`src/rtl/uer_pkg.sv`:
```
// Shared types and constants for the ultrasonic echo ranging block.
// No dependencies; every other file in rtl/ but uer_if.sv imports this package.
package uer_pkg;

  // Configuration register indexes
  localparam logic [1:0] CFG_TRIGGER_TICKS = 2'd0;
  localparam logic [1:0] CFG_WAIT_LIMIT    = 2'd1;
  localparam logic [1:0] CFG_ECHO_LIMIT    = 2'd2;

  localparam int unsigned CFG_IDX_W  = 2;
  localparam int unsigned CFG_DATA_W = 16;

  // Register reset values
  localparam logic [7:0]  TRIGGER_TICKS_RST = 8'd1;
  localparam logic [15:0] WAIT_LIMIT_RST    = 16'd6250;
  localparam logic [11:0] ECHO_LIMIT_RST    = 12'd1500;

  localparam logic [15:0] CNT_MAX = 16'hFFFF;

  // ticks * 343 / 125 as one multiply: 343 * ceil(2^28 / 125), then drop 28 bits.
  // Exact for every 12-bit tick count.
  localparam int unsigned  MM_SHIFT = 28;
  localparam logic [29:0]  MM_MUL   = 30'd736587012;

  typedef enum logic [3:0] {
    PH_IDLE = 4'b0001,
    PH_TRIG = 4'b0010,
    PH_WAIT = 4'b0100,
    PH_ECHO = 4'b1000
  } phase_t;

  typedef struct packed {
    logic [7:0]  trigger_ticks;
    logic [15:0] wait_limit;
    logic [11:0] echo_limit;
  } cfg_regs_t;

  typedef struct packed {
    logic start_req;
    logic echo_level;
  } in_word_t;

  typedef struct packed {
    logic        trigger_level;
    logic        busy_res;
    logic        done_res;
    logic        no_echo;
    logic [13:0] distance_mm;
  } out_word_t;

endpackage

```
`src/rtl/uer_if.sv`:
```
// Valid/ready channel interfaces for the tick input and the result output.
// Standalone; no package needed.
interface uer_in_if;
  logic valid;
  logic ready;
  logic start_req;
  logic echo_level;

  modport source (output valid, output start_req, output echo_level, input ready);
  modport sink   (input valid, input start_req, input echo_level, output ready);
endinterface

interface uer_out_if;
  logic        valid;
  logic        ready;
  logic        trigger_level;
  logic        busy_res;
  logic        done_res;
  logic        no_echo;
  logic [13:0] distance_mm;

  modport source (output valid, output trigger_level, output busy_res, output done_res,
                  output no_echo, output distance_mm, input ready);
  modport sink   (input valid, input trigger_level, input busy_res, input done_res,
                  input no_echo, input distance_mm, output ready);
endinterface

```
`src/rtl/uer_cfg_regs.sv`:
```
// Configuration register file: trigger length, wait limit and echo limit.
// Depends on uer_pkg.
module uer_cfg_regs
  import uer_pkg::*;
(
  input  logic                  clk,
  input  logic                  rst_n,
  input  logic                  cfg_we,
  input  logic [CFG_IDX_W-1:0]  cfg_idx,
  input  logic [CFG_DATA_W-1:0] cfg_wdata,
  output cfg_regs_t             cfg
);

  cfg_regs_t cfg_r, cfg_nxt;

  always_comb begin
    cfg_nxt = cfg_r;
    if (cfg_we) begin
      unique case (cfg_idx)
        CFG_TRIGGER_TICKS: cfg_nxt.trigger_ticks = cfg_wdata[7:0];
        CFG_WAIT_LIMIT:    cfg_nxt.wait_limit    = cfg_wdata;
        CFG_ECHO_LIMIT:    cfg_nxt.echo_limit    = cfg_wdata[11:0];
        default:           cfg_nxt = cfg_r;   // unknown index: drop
      endcase
    end
  end

  always_ff @(posedge clk) begin
    if (!rst_n) begin
      cfg_r.trigger_ticks <= TRIGGER_TICKS_RST;
      cfg_r.wait_limit    <= WAIT_LIMIT_RST;
      cfg_r.echo_limit    <= ECHO_LIMIT_RST;
    end else begin
      cfg_r <= cfg_nxt;
    end
  end

  assign cfg = cfg_r;

endmodule

```
`src/rtl/uer_ctrl.sv`:
```
// Measurement sequencer: phase and tick counter, result word per tick,
// tick-to-millimetre conversion. Depends on uer_pkg.
module uer_ctrl
  import uer_pkg::*;
(
  input  logic      clk,
  input  logic      rst_n,
  input  logic      step,
  input  in_word_t  in_word,
  input  cfg_regs_t cfg,
  output out_word_t res
);

  phase_t      phase_r, phase_nxt;
  logic [15:0] cnt_r, cnt_nxt;

  logic [7:0]  tlen;
  logic [15:0] tlen_ext;
  logic [15:0] el_ext;
  logic [15:0] cnt_inc;
  logic [15:0] cnt_sat;
  logic [15:0] conv_raw;
  logic [11:0] conv_cnt;
  logic [41:0] mm_prod;
  logic        conv_en;
  logic        res_trig;
  logic        res_busy;
  logic        res_done;
  logic        res_noecho;
  logic [13:0] res_dist;

  assign tlen     = (cfg.trigger_ticks == 8'd0) ? 8'd1 : cfg.trigger_ticks;
  assign tlen_ext = {8'd0, tlen};
  assign el_ext   = {4'd0, cfg.echo_limit};
  assign cnt_inc  = cnt_r + 16'd1;
  assign cnt_sat  = (cnt_r < CNT_MAX) ? cnt_inc : cnt_r;

  always_comb begin
    phase_nxt  = phase_r;
    cnt_nxt    = cnt_r;
    res_trig   = 1'b0;
    res_busy   = 1'b0;
    res_done   = 1'b0;
    res_noecho = 1'b0;
    conv_en    = 1'b0;
    conv_raw   = 16'd0;
    unique case (phase_r)
      PH_IDLE: begin
        if (in_word.start_req) begin
          res_trig = 1'b1;
          res_busy = 1'b1;
          if (tlen == 8'd1) begin
            phase_nxt = PH_WAIT;
            cnt_nxt   = 16'd0;
          end else begin
            phase_nxt = PH_TRIG;
            cnt_nxt   = 16'd1;
          end
        end
      end
      PH_TRIG: begin
        res_trig = 1'b1;
        res_busy = 1'b1;
        if (cnt_inc >= tlen_ext) begin
          phase_nxt = PH_WAIT;
          cnt_nxt   = 16'd0;
        end else begin
          cnt_nxt = cnt_inc;
        end
      end
      PH_WAIT: begin
        if (in_word.echo_level) begin
          // rise tick is the first echo tick
          if (el_ext <= 16'd1) begin
            res_done  = 1'b1;
            conv_en   = 1'b1;
            conv_raw  = 16'd1;
            phase_nxt = PH_IDLE;
            cnt_nxt   = 16'd0;
          end else begin
            res_busy  = 1'b1;
            phase_nxt = PH_ECHO;
            cnt_nxt   = 16'd1;
          end
        end else if (cnt_sat >= cfg.wait_limit) begin
          res_done   = 1'b1;
          res_noecho = 1'b1;
          phase_nxt  = PH_IDLE;
          cnt_nxt    = 16'd0;
        end else begin
          res_busy = 1'b1;
          cnt_nxt  = cnt_sat;
        end
      end
      PH_ECHO: begin
        if (!in_word.echo_level) begin
          res_done  = 1'b1;
          conv_en   = 1'b1;
          conv_raw  = cnt_r;
          phase_nxt = PH_IDLE;
          cnt_nxt   = 16'd0;
        end else if (cnt_sat >= el_ext) begin
          res_done  = 1'b1;
          conv_en   = 1'b1;
          conv_raw  = cnt_sat;
          phase_nxt = PH_IDLE;
          cnt_nxt   = 16'd0;
        end else begin
          res_busy = 1'b1;
          cnt_nxt  = cnt_sat;
        end
      end
      default: begin
        phase_nxt = PH_IDLE;
        cnt_nxt   = 16'd0;
      end
    endcase
  end

  // clamp to the echo limit, which fits 12 bits
  assign conv_cnt = (conv_raw > el_ext) ? cfg.echo_limit : conv_raw[11:0];
  assign mm_prod  = 42'(conv_cnt) * 42'(MM_MUL);
  assign res_dist = conv_en ? mm_prod[MM_SHIFT+13:MM_SHIFT] : 14'd0;

  assign res = {res_trig, res_busy, res_done, res_noecho, res_dist};

  always_ff @(posedge clk) begin
    if (!rst_n) begin
      phase_r <= PH_IDLE;
      cnt_r   <= 16'd0;
    end else if (step) begin
      phase_r <= phase_nxt;
      cnt_r   <= cnt_nxt;
    end
  end

endmodule

```
`src/rtl/ultrasonic_echo_ranging.sv`:
```
// Top level of the ultrasonic echo ranging block: input register, sequencer,
// result register. Depends on uer_pkg, uer_if, uer_cfg_regs and uer_ctrl.
//
// Usage:
//   in_ch  - one word per timer tick: start_req and the sampled echo_level.
//   out_ch - exactly one word per input word: trigger_level, busy_res,
//            done_res, no_echo and distance_mm (ticks * 343 / 125).
//   cfg_*  - plain write port; index 0 trigger_ticks, 1 wait_limit,
//            2 echo_limit, other indexes are dropped. Write only while idle.
// Timing:
//   An accepted word passes the input register, then the result register,
//   before it is offered on out_ch. One word is taken every cycle while
//   out_ch is not stalled; the sequencer step is a single pass of compare and
//   multiply logic between the input register and the result register.
// Reset:
//   Synchronous, active low. Sequencer returns to idle, both stages empty,
//   registers take 1 / 6250 / 1500.
// Stalls:
//   While out_ch is held, the result register holds its word, the input
//   register takes one more word if empty, then in_ch.ready drops; nothing is lost.
module ultrasonic_echo_ranging
  import uer_pkg::*;
(
  input  logic                  clk,
  input  logic                  rst_n,
  uer_in_if.sink                in_ch,
  uer_out_if.source             out_ch,
  input  logic                  cfg_we,
  input  logic [CFG_IDX_W-1:0]  cfg_idx,
  input  logic [CFG_DATA_W-1:0] cfg_wdata
);

  cfg_regs_t cfg;
  in_word_t  in_word_r;
  logic      in_vld_r;
  out_word_t out_word_r;
  logic      out_vld_r;
  out_word_t res;
  logic      adv;
  logic      step;
  logic      in_rdy;

  assign adv    = !out_vld_r || out_ch.ready;
  assign step   = in_vld_r && adv;
  assign in_rdy = !in_vld_r || adv;

  assign in_ch.ready = in_rdy;

  uer_cfg_regs u_cfg (
    .clk       (clk),
    .rst_n     (rst_n),
    .cfg_we    (cfg_we),
    .cfg_idx   (cfg_idx),
    .cfg_wdata (cfg_wdata),
    .cfg       (cfg)
  );

  uer_ctrl u_ctrl (
    .clk     (clk),
    .rst_n   (rst_n),
    .step    (step),
    .in_word (in_word_r),
    .cfg     (cfg),
    .res     (res)
  );

  // input register
  always_ff @(posedge clk) begin
    if (!rst_n) begin
      in_vld_r <= 1'b0;
    end else if (in_rdy) begin
      in_vld_r <= in_ch.valid;
    end
  end

  always_ff @(posedge clk) begin
    if (in_rdy && in_ch.valid) begin
      in_word_r.start_req  <= in_ch.start_req;
      in_word_r.echo_level <= in_ch.echo_level;
    end
  end

  // result register
  always_ff @(posedge clk) begin
    if (!rst_n) begin
      out_vld_r <= 1'b0;
    end else if (adv) begin
      out_vld_r <= step;
    end
  end

  always_ff @(posedge clk) begin
    if (step) begin
      out_word_r <= res;
    end
  end

  assign out_ch.valid         = out_vld_r;
  assign out_ch.trigger_level = out_word_r.trigger_level;
  assign out_ch.busy_res      = out_word_r.busy_res;
  assign out_ch.done_res      = out_word_r.done_res;
  assign out_ch.no_echo       = out_word_r.no_echo;
  assign out_ch.distance_mm   = out_word_r.distance_mm;

endmodule

```
`src/flat_wrapper.sv`:
```
// flat-port wrapper written by rule: the top's interface ports become plain ports
module ultrasonic_echo_ranging_flat import uer_pkg::*;
  (clk, rst_n, cfg_we, cfg_idx, cfg_wdata, in_ch_valid, in_ch_start_req, in_ch_echo_level, in_ch_ready, out_ch_valid, out_ch_trigger_level, out_ch_busy_res, out_ch_done_res, out_ch_no_echo, out_ch_distance_mm, out_ch_ready);
  uer_in_if in_ch_i ();
  uer_out_if out_ch_i ();
  input  logic clk;
  input  logic rst_n;
  input  logic cfg_we;
  input  logic [CFG_IDX_W-1:0] cfg_idx;
  input  logic [CFG_DATA_W-1:0] cfg_wdata;
  input wire logic [$bits(in_ch_i.valid)-1:0] in_ch_valid;
  input wire logic [$bits(in_ch_i.start_req)-1:0] in_ch_start_req;
  input wire logic [$bits(in_ch_i.echo_level)-1:0] in_ch_echo_level;
  output wire logic [$bits(in_ch_i.ready)-1:0] in_ch_ready;
  output wire logic [$bits(out_ch_i.valid)-1:0] out_ch_valid;
  output wire logic [$bits(out_ch_i.trigger_level)-1:0] out_ch_trigger_level;
  output wire logic [$bits(out_ch_i.busy_res)-1:0] out_ch_busy_res;
  output wire logic [$bits(out_ch_i.done_res)-1:0] out_ch_done_res;
  output wire logic [$bits(out_ch_i.no_echo)-1:0] out_ch_no_echo;
  output wire logic [$bits(out_ch_i.distance_mm)-1:0] out_ch_distance_mm;
  input wire logic [$bits(out_ch_i.ready)-1:0] out_ch_ready;
  assign in_ch_i.valid = in_ch_valid;
  assign in_ch_i.start_req = in_ch_start_req;
  assign in_ch_i.echo_level = in_ch_echo_level;
  assign in_ch_ready = in_ch_i.ready;
  assign out_ch_valid = out_ch_i.valid;
  assign out_ch_trigger_level = out_ch_i.trigger_level;
  assign out_ch_busy_res = out_ch_i.busy_res;
  assign out_ch_done_res = out_ch_i.done_res;
  assign out_ch_no_echo = out_ch_i.no_echo;
  assign out_ch_distance_mm = out_ch_i.distance_mm;
  assign out_ch_i.ready = out_ch_ready;
  ultrasonic_echo_ranging u_core (.clk(clk), .rst_n(rst_n), .in_ch(in_ch_i), .out_ch(out_ch_i), .cfg_we(cfg_we), .cfg_idx(cfg_idx), .cfg_wdata(cfg_wdata));
endmodule
```
`config.mk`:
```
export PLATFORM = sky130hd
export DESIGN_NAME = ultrasonic_echo_ranging_flat
export DESIGN_NICKNAME = d
export VERILOG_FILES = /design/src/rtl/uer_pkg.sv /design/src/rtl/uer_if.sv /design/src/rtl/uer_cfg_regs.sv /design/src/rtl/uer_ctrl.sv /design/src/rtl/ultrasonic_echo_ranging.sv /design/src/flat_wrapper.sv
export SDC_FILE = /design/constraint.sdc
export NUM_CORES = 1
export LEC_CHECK = 0
export ABC_AREA = 1
export BUFFER_PORTS_ARGS = -buffer_cell sky130_fd_sc_hd__buf_2
export CORE_ASPECT_RATIO = 1.1
export CORE_MARGIN = 1
export CORE_UTILIZATION = 55
export CTS_CLUSTER_SIZE = 16
export DETAILED_ROUTE_END_ITERATION = 8
export GPL_ROUTABILITY_DRIVEN = 1
export PLACE_DENSITY = 0.77
export SETUP_SLACK_MARGIN = 0.5
export SLEW_MARGIN = 20
export SYNTH_ARGS = -nofsm -noshare
export SYNTH_HDL_FRONTEND = slang
export SYNTH_HIERARCHICAL = 1
export SYNTH_SLANG_ARGS = --single-unit
```
`constraint.sdc`:
```
create_clock -name clk -period 12.49 [get_ports clk]
set_clock_uncertainty 0.2 [all_clocks]
set_input_delay 0 -clock clk [delete_from_list [all_inputs] [get_ports clk]]
set_output_delay 0 -clock clk [all_outputs]
set_load 0.005 [all_outputs]
```
# [Yosys cells after proc, flatten, opt, wreduce, memory -nomap -nowiden]
# Cells that the tools add are included.
[word_totals] input_bits=25 ff_bits=78 output_inout_bits=20 wordCells=90
[op_classes] n_mux=42 reduce_logical=14 n_addsub=1 bitwise_logic=1 eq_ne=11 mul=1 order_cmp=6
[ops] op="$mux W16" n=9
[ops] op="$pmux W16 S4" n=1
[ops] op="$mul A12 B28 Y40 const B" n=1
[ops] op="$pmux W16 S2" n=1
[ops] op="$mux W4" n=7
[ops] op="$add A16 B1 Y16 const B" n=1
[ops] op="$ge A16 B12 Y1" n=1
[ops] op="$ge A16 B16 Y1" n=1
[ops] op="$ge A16 B8 Y1" n=1
[ops] op="$gt A16 B12 Y1" n=1
[ops] op="$lt A16 B16 Y1 const B" n=1
[ops] op="$mux W1" n=16
[ops] op="$pmux W4 S4" n=1
[ops] op="$le A12 B1 Y1 const B" n=1
[ops] op="$mux W12" n=1
[ops] op="$eq A8 B1 Y1 const B" n=1
[ops] op="$logic_not A8 Y1" n=1
[ops] op="$mux W8" n=1
[ops] op="$reduce_and A2 Y1" n=4
[ops] op="$pmux W1 S2" n=3
[ops] op="$reduce_and A5 Y1" n=1
[ops] op="$eq A4 B1 Y1 const B" n=1
[ops] op="$eq A4 B2 Y1 const B" n=1
[ops] op="$eq A4 B3 Y1 const B" n=1
[ops] op="other kinds (15)" n=18

# [Logic depth before layout (Yosys ltp)]
[depth] word_depth=9 ltp_mapped=63 ltp_nobuf=61

# [Cells and area by module]
# Netlist, hierarchy kept.
[by_module_without_submodules] module="uer_ctrl" area_per_inst_um2=8506.9 n_inst=1 seq_area_each_um2=400.4 cells_per_inst=1213
[by_module_without_submodules] module="uer_cfg_regs" area_per_inst_um2=1507.7 n_inst=1 seq_area_each_um2=720.7 cells_per_inst=207
[by_module_without_submodules] module="ultrasonic_echo_ranging" area_per_inst_um2=695.7 n_inst=1 seq_area_each_um2=640.6 cells_per_inst=33

# [Worst setup path before layout]
# Ideal clock, no wire load.
[synth_timing] path_type="flip-flop to flip-flop" start="register u_core.u_ctrl.cnt_r[0]" end="register u_core.out_word_r (netlist bit u_core/out_ch.distance_mm[13]) (data pin)" t_arrival_ns=8.693 path_stages_with_launch=57 period_less_slack_ns=9.148 required_ns=12.035 n_path_buf=3 setup_time_ns=0.255 setup_slack_ns=3.342 path_cell_list="dfxtp_1 ha_1 nand2_1 nor2_2 nand2_1 inv_2 nand2_2 clkbuf_1 nor2_1 nor2_1 ha_1 nand2_1 nand2_1 nand2_1 nand2_1 nand2_1 nand2_1 nand2_1 (+21 left out) fa_1 fa_1 inv_1 fa_1 inv_1 fa_1 inv_1 ha_1 a21oi_1 inv_1 a31oi_1 o21ai_0 a21oi_1 nand2_1 nand2_1 nand3_1 nand2_1 nor2_1"
[synth_via] elab_chain_cells=9 word_cells_on_any_way=13
[synth_lines] item="from (decl)" line_no="uer_ctrl.sv:15" rtl="logic [15:0] cnt_r, cnt_nxt;"
[synth_lines] item="from (signal assigned)" line_no="uer_ctrl.sv:133" rtl="cnt_r <= cnt_nxt;"
[synth_lines] item="$add A16 B1 Y16 or $lt A16 B16 Y1 (tied branches)" line_no="uer_ctrl.sv:35, uer_ctrl.sv:36"
[synth_lines] item="$mux W16" line_no="uer_ctrl.sv:36" rtl="assign cnt_sat = (cnt_r < CNT_MAX) ? cnt_inc : cnt_r;"
[synth_lines] item="$ge A16 B12 Y1" line_no="uer_ctrl.sv:102" rtl="end else if (cnt_sat >= el_ext) begin"
[synth_lines] item="$mux W16" line_no="uer_ctrl.sv:102"
[synth_lines] item="$mux W16" line_no="uer_ctrl.sv:96" rtl="if (!in_word.echo_level) begin"
[synth_lines] item="$pmux W16 S2" line_no="uer_ctrl.sv:47" rtl="unique case (phase_r)"
[synth_lines] item="$gt A16 B12 Y1" line_no="uer_ctrl.sv:121" rtl="assign conv_cnt = (conv_raw > el_ext) ? cfg.echo_limit : conv_raw[11:0];"
[synth_lines] item="$mux W12" line_no="uer_ctrl.sv:121"
[synth_lines] item="$mul A12 B28 Y40" line_no="uer_ctrl.sv:122" rtl="assign mm_prod = 42'(conv_cnt) * 42'(MM_MUL);"
[synth_lines] item="to (signal assigned)" line_no="ultrasonic_echo_ranging.sv:94" rtl="out_word_r <= res;"
[synth_lines] item="to (decl)" line_no="ultrasonic_echo_ranging.sv:36" rtl="out_word_t out_word_r;"
# Parallel ways exist; a longest one is shown, timed or not.
# A chain may end at the register's enable or synchronous reset.

# [Final worst setup path]
[layout_timing] start="register u_core.u_ctrl.cnt_r[0]" end="register u_core.out_word_r (netlist bit u_core/out_ch.distance_mm[11]) (data pin)"
# Same word-level chain as after synthesis.

==> flow_summary.toml <==
[status]
status = "completed"

[clock_tree]
htree_levels = 3
cts_tree = "built"
cts_sinks = 78
cts_setup_buffers = 0
tritoncts.num_buffers = 9
clk_pin_slew_worst_paths_ps = 60
insertion_delay_ps = 340
clk_path_buf_depth = 2
ctsResizeCount = 0
root_buffer = "clkbuf_16"

[synthesis]
yosysMostFrequentCell = "inv_1"
yosys-top-cells-count = "inv_1 (345), nand2_1 (244), ha_1 (141)"
synthMuxAreaShare = 0.000935
seq_area_frac_synth = 0.164
synth_top_area_share = 0.193
synth_top_flop_cell = "dfxtp_1"
synthXorXnorAreaFrac = 0.00981
synth-simple-area-share = 0.222
synth_adder_area_share = 0.357
netlist_instances = 1453
yosys_warnings = 6
ys_async_sr_fraction = 0
synth_area_sq_um = 10700
yosys_register_bits = 78
synth_cell_types = 50
syn_avg_cell_area_sq_um = 7.37
syn_nets = 1722
synth_compound_area_frac = 0.106
synth_edf_count = 20
synth_area_leaders = "fa_1 (19%), ha_1 (16%), inv_1 (12%)"
synth.largest_area_cell = "fa_1"
synth_top_family_by_area = "adder cells"

[setup_path]
critPathKind = "reg -> reg"
cp_max_fo = 22
worstPathRequired_ps = 12390
worst-path-buf-inv = 9
critPathArrivalTime_ps = 10010
end_kind = "register"
slowest_delay_ps = 630
crit_top_cell = "nand2_1"
crit_family = "adder cells"
slowest_stage = "fa_1"
startpoint_type = "register"

[placed_design]
dp_hpwl_mm = 24.1
pre_cts_ws_ps = 2510
globalplace.congestion = 0.995
io_buffers = 44
dp.cells = 1717

[drt]
first_iter_violations = 625
dr.pass1.iters = 5
via_per_inst = 5.54
drc = 0
ant_nets = 0
vias = 9731
wirelength_mm = 29.1
wl_per_cell_microns = 16.5

[floorplan]
initial_core_util = 0.561
rows = 53
die_w_microns = 135
fp.dieH_microns = 148
die_area_sq_um = 20000
core_area_sq_um = 19100
io_pins = 45

[sta]
setup_tns_ps = 0
rsz0062_at_grt = "false"
setup_viol = 0
fmax_mhz = 98.9
fin_crit_ps = 10110
hold_ws_ps = 19.0
setup_ws_ps = 2380
worst_pin_slew_ps = 1070
drv_slew = 0
finalHoldViolCount = 0
finalCritPeriodShare = 0.810
slew_headroom = 0.284

[power_and_ir_drop]
peakVddDrop_mv = 0.104
power.density_nw_per_um2 = 57.4
total_power_w = 0.000669
p_leak_nw = 6.40

[global_routing]
antenna_found_initial = 0
grt_pass1_vias = 9670
track_usage = 0.303
grt_pass1_wl_mm = 46.8
grt_max_degree = 41
overflow = 0

[layout]
layout-drive-gt1-share = 0.0688
fin_nets = 1775
syn_to_final_growth_pct = 8.91
fillers = 1800
finalNonFillerCells = 1758
diodes = 0

[job]
max_cap_viol_count = 0

[hold_path]
min_path_type = "in -> reg"
[kinds of logic (layout without fill, tap and decap cells)]
logic type | after synthesis | in the layout
xor+xnor | 12 | 12
simple gates | 537 | 537
mux | 1 | 1
fa+ha+maj | 244 | 244
compound gates | 200 | 200
buf+inv | 381 | 439
flops | 78 | 78
[sequential cells by signal, indices dropped and copies added (netlist names)]
signal,cells
u_core/u_cfg/cfg,36
u_core/u_ctrl/cnt_r,16
u_core/out_ch.distance_mm,14
u_core/u_ctrl/phase_r,4
u_core/in_word_r,2
u_core/in_vld_r,1
u_core/out_ch.busy_res,1
u_core/out_ch.done_res,1
u_core/out_ch.no_echo,1
u_core/out_ch.trigger_level,1
u_core/out_ch.valid,1
[placed cells by master, fill, tap and decap left out, types with 3 or more instances in the layout]
master / netlist / final
clkbuf_16: 0 / 10
edfxtp_1: 20 / 20
nand3_1: 70 / 70
a21oi_1: 91 / 90
nand3_2: 4 / 4
buf_2: 6 / 44
nand2_4: 3 / 3
a211oi_1: 7 / 7
nor3_1: 13 / 13
xor2_1: 9 / 9
dlygate4sd3_1: 0 / 25
o21ai_1: 6 / 7
or2_2: 3 / 3
nor2_4: 3 / 3
fa_1: 103 / 103
xnor2_1: 3 / 3
nand2_1: 244 / 244
o21ai_0: 52 / 51
inv_1: 345 / 345
o21bai_1: 5 / 5
nor2_2: 6 / 6
a21oi_2: 2 / 3
and3_1: 5 / 5
ha_1: 141 / 141
o21a_1: 8 / 8
a21o_1: 7 / 7
nand4_1: 25 / 25
clkinv_1: 3 / 3
a31oi_1: 11 / 11
dfxtp_1: 58 / 58
nor2_1: 140 / 140
nor4_1: 5 / 5
nand2_2: 11 / 11
inv_2: 4 / 4
[repair_timing]
item | in CTS | in global routing
hold buffers | 25 | 0
hold endpoints to repair | 42 | 0
endpoints found under the setup margin | 0 | 0
[metal layers]
metal	routed length, microns	vias up	track usage	share of wire
met4	1690	0	0.185	0.058
li1	-	4679	-	-
met2	15200	344	0.569	0.52
met5	0	-	0	0
met1	10800	4611	0.321	0.37
met3	1310	97	0.0368	0.045
[report_power, final]
group	internal, W	switching (W)	total (W)
registers	0.000270	0.00000790	0.000277
logic	0.0000355	0.0000611	0.0000966
clock network	0.000189	0.000106	0.000295
total	0.000494	0.000175	0.000669
[worst register-to-register path: cells and delay by family, from the launching register on]
kind	cells	cell delay (ps)
simple gates	32	2770
compound gates	6	1350
xor+xnor	1	230
fa+ha+maj	9	3960
flops	1	510
buf+inv	9	820
[worst paths after layout]
kind                               start                       endpoint  slack [ps]  cells after the start
setup reg to reg  u_core/u_ctrl/cnt_r[0]  u_core/out_ch.distance_mm[11]        2380                     57
setup / recovery  u_core/u_ctrl/cnt_r[0]  u_core/out_ch.distance_mm[11]        2380                     57
hold / removal                     rst_n            u_core/u_cfg/cfg[3]          20                      2
hold reg to reg     u_core/u_cfg/cfg[18]           u_core/u_cfg/cfg[18]         260                      2
[stage by stage]
step	util	cell area (sq um)
6_report	0.611	11700
5_1_grt	0.611	11700
4_1_cts	0.611	11700
3_5_place_dp	0.580	11100
3_3_place_gp	0.580	11100
2_1_floorplan	-	10700
[final cells by class]
class	instances	area, sq um	share of cell area
clock inverters	4	75.1	0.00644
well taps	247	309	0.0265
repair buffers	70	478	0.0410
multi-input cells	994	7450	0.639
clock buffers	12	259	0.0222
flip-flops and latches	78	1760	0.151
inverters	353	1330	0.114
(Power assumes the default switching activity.)
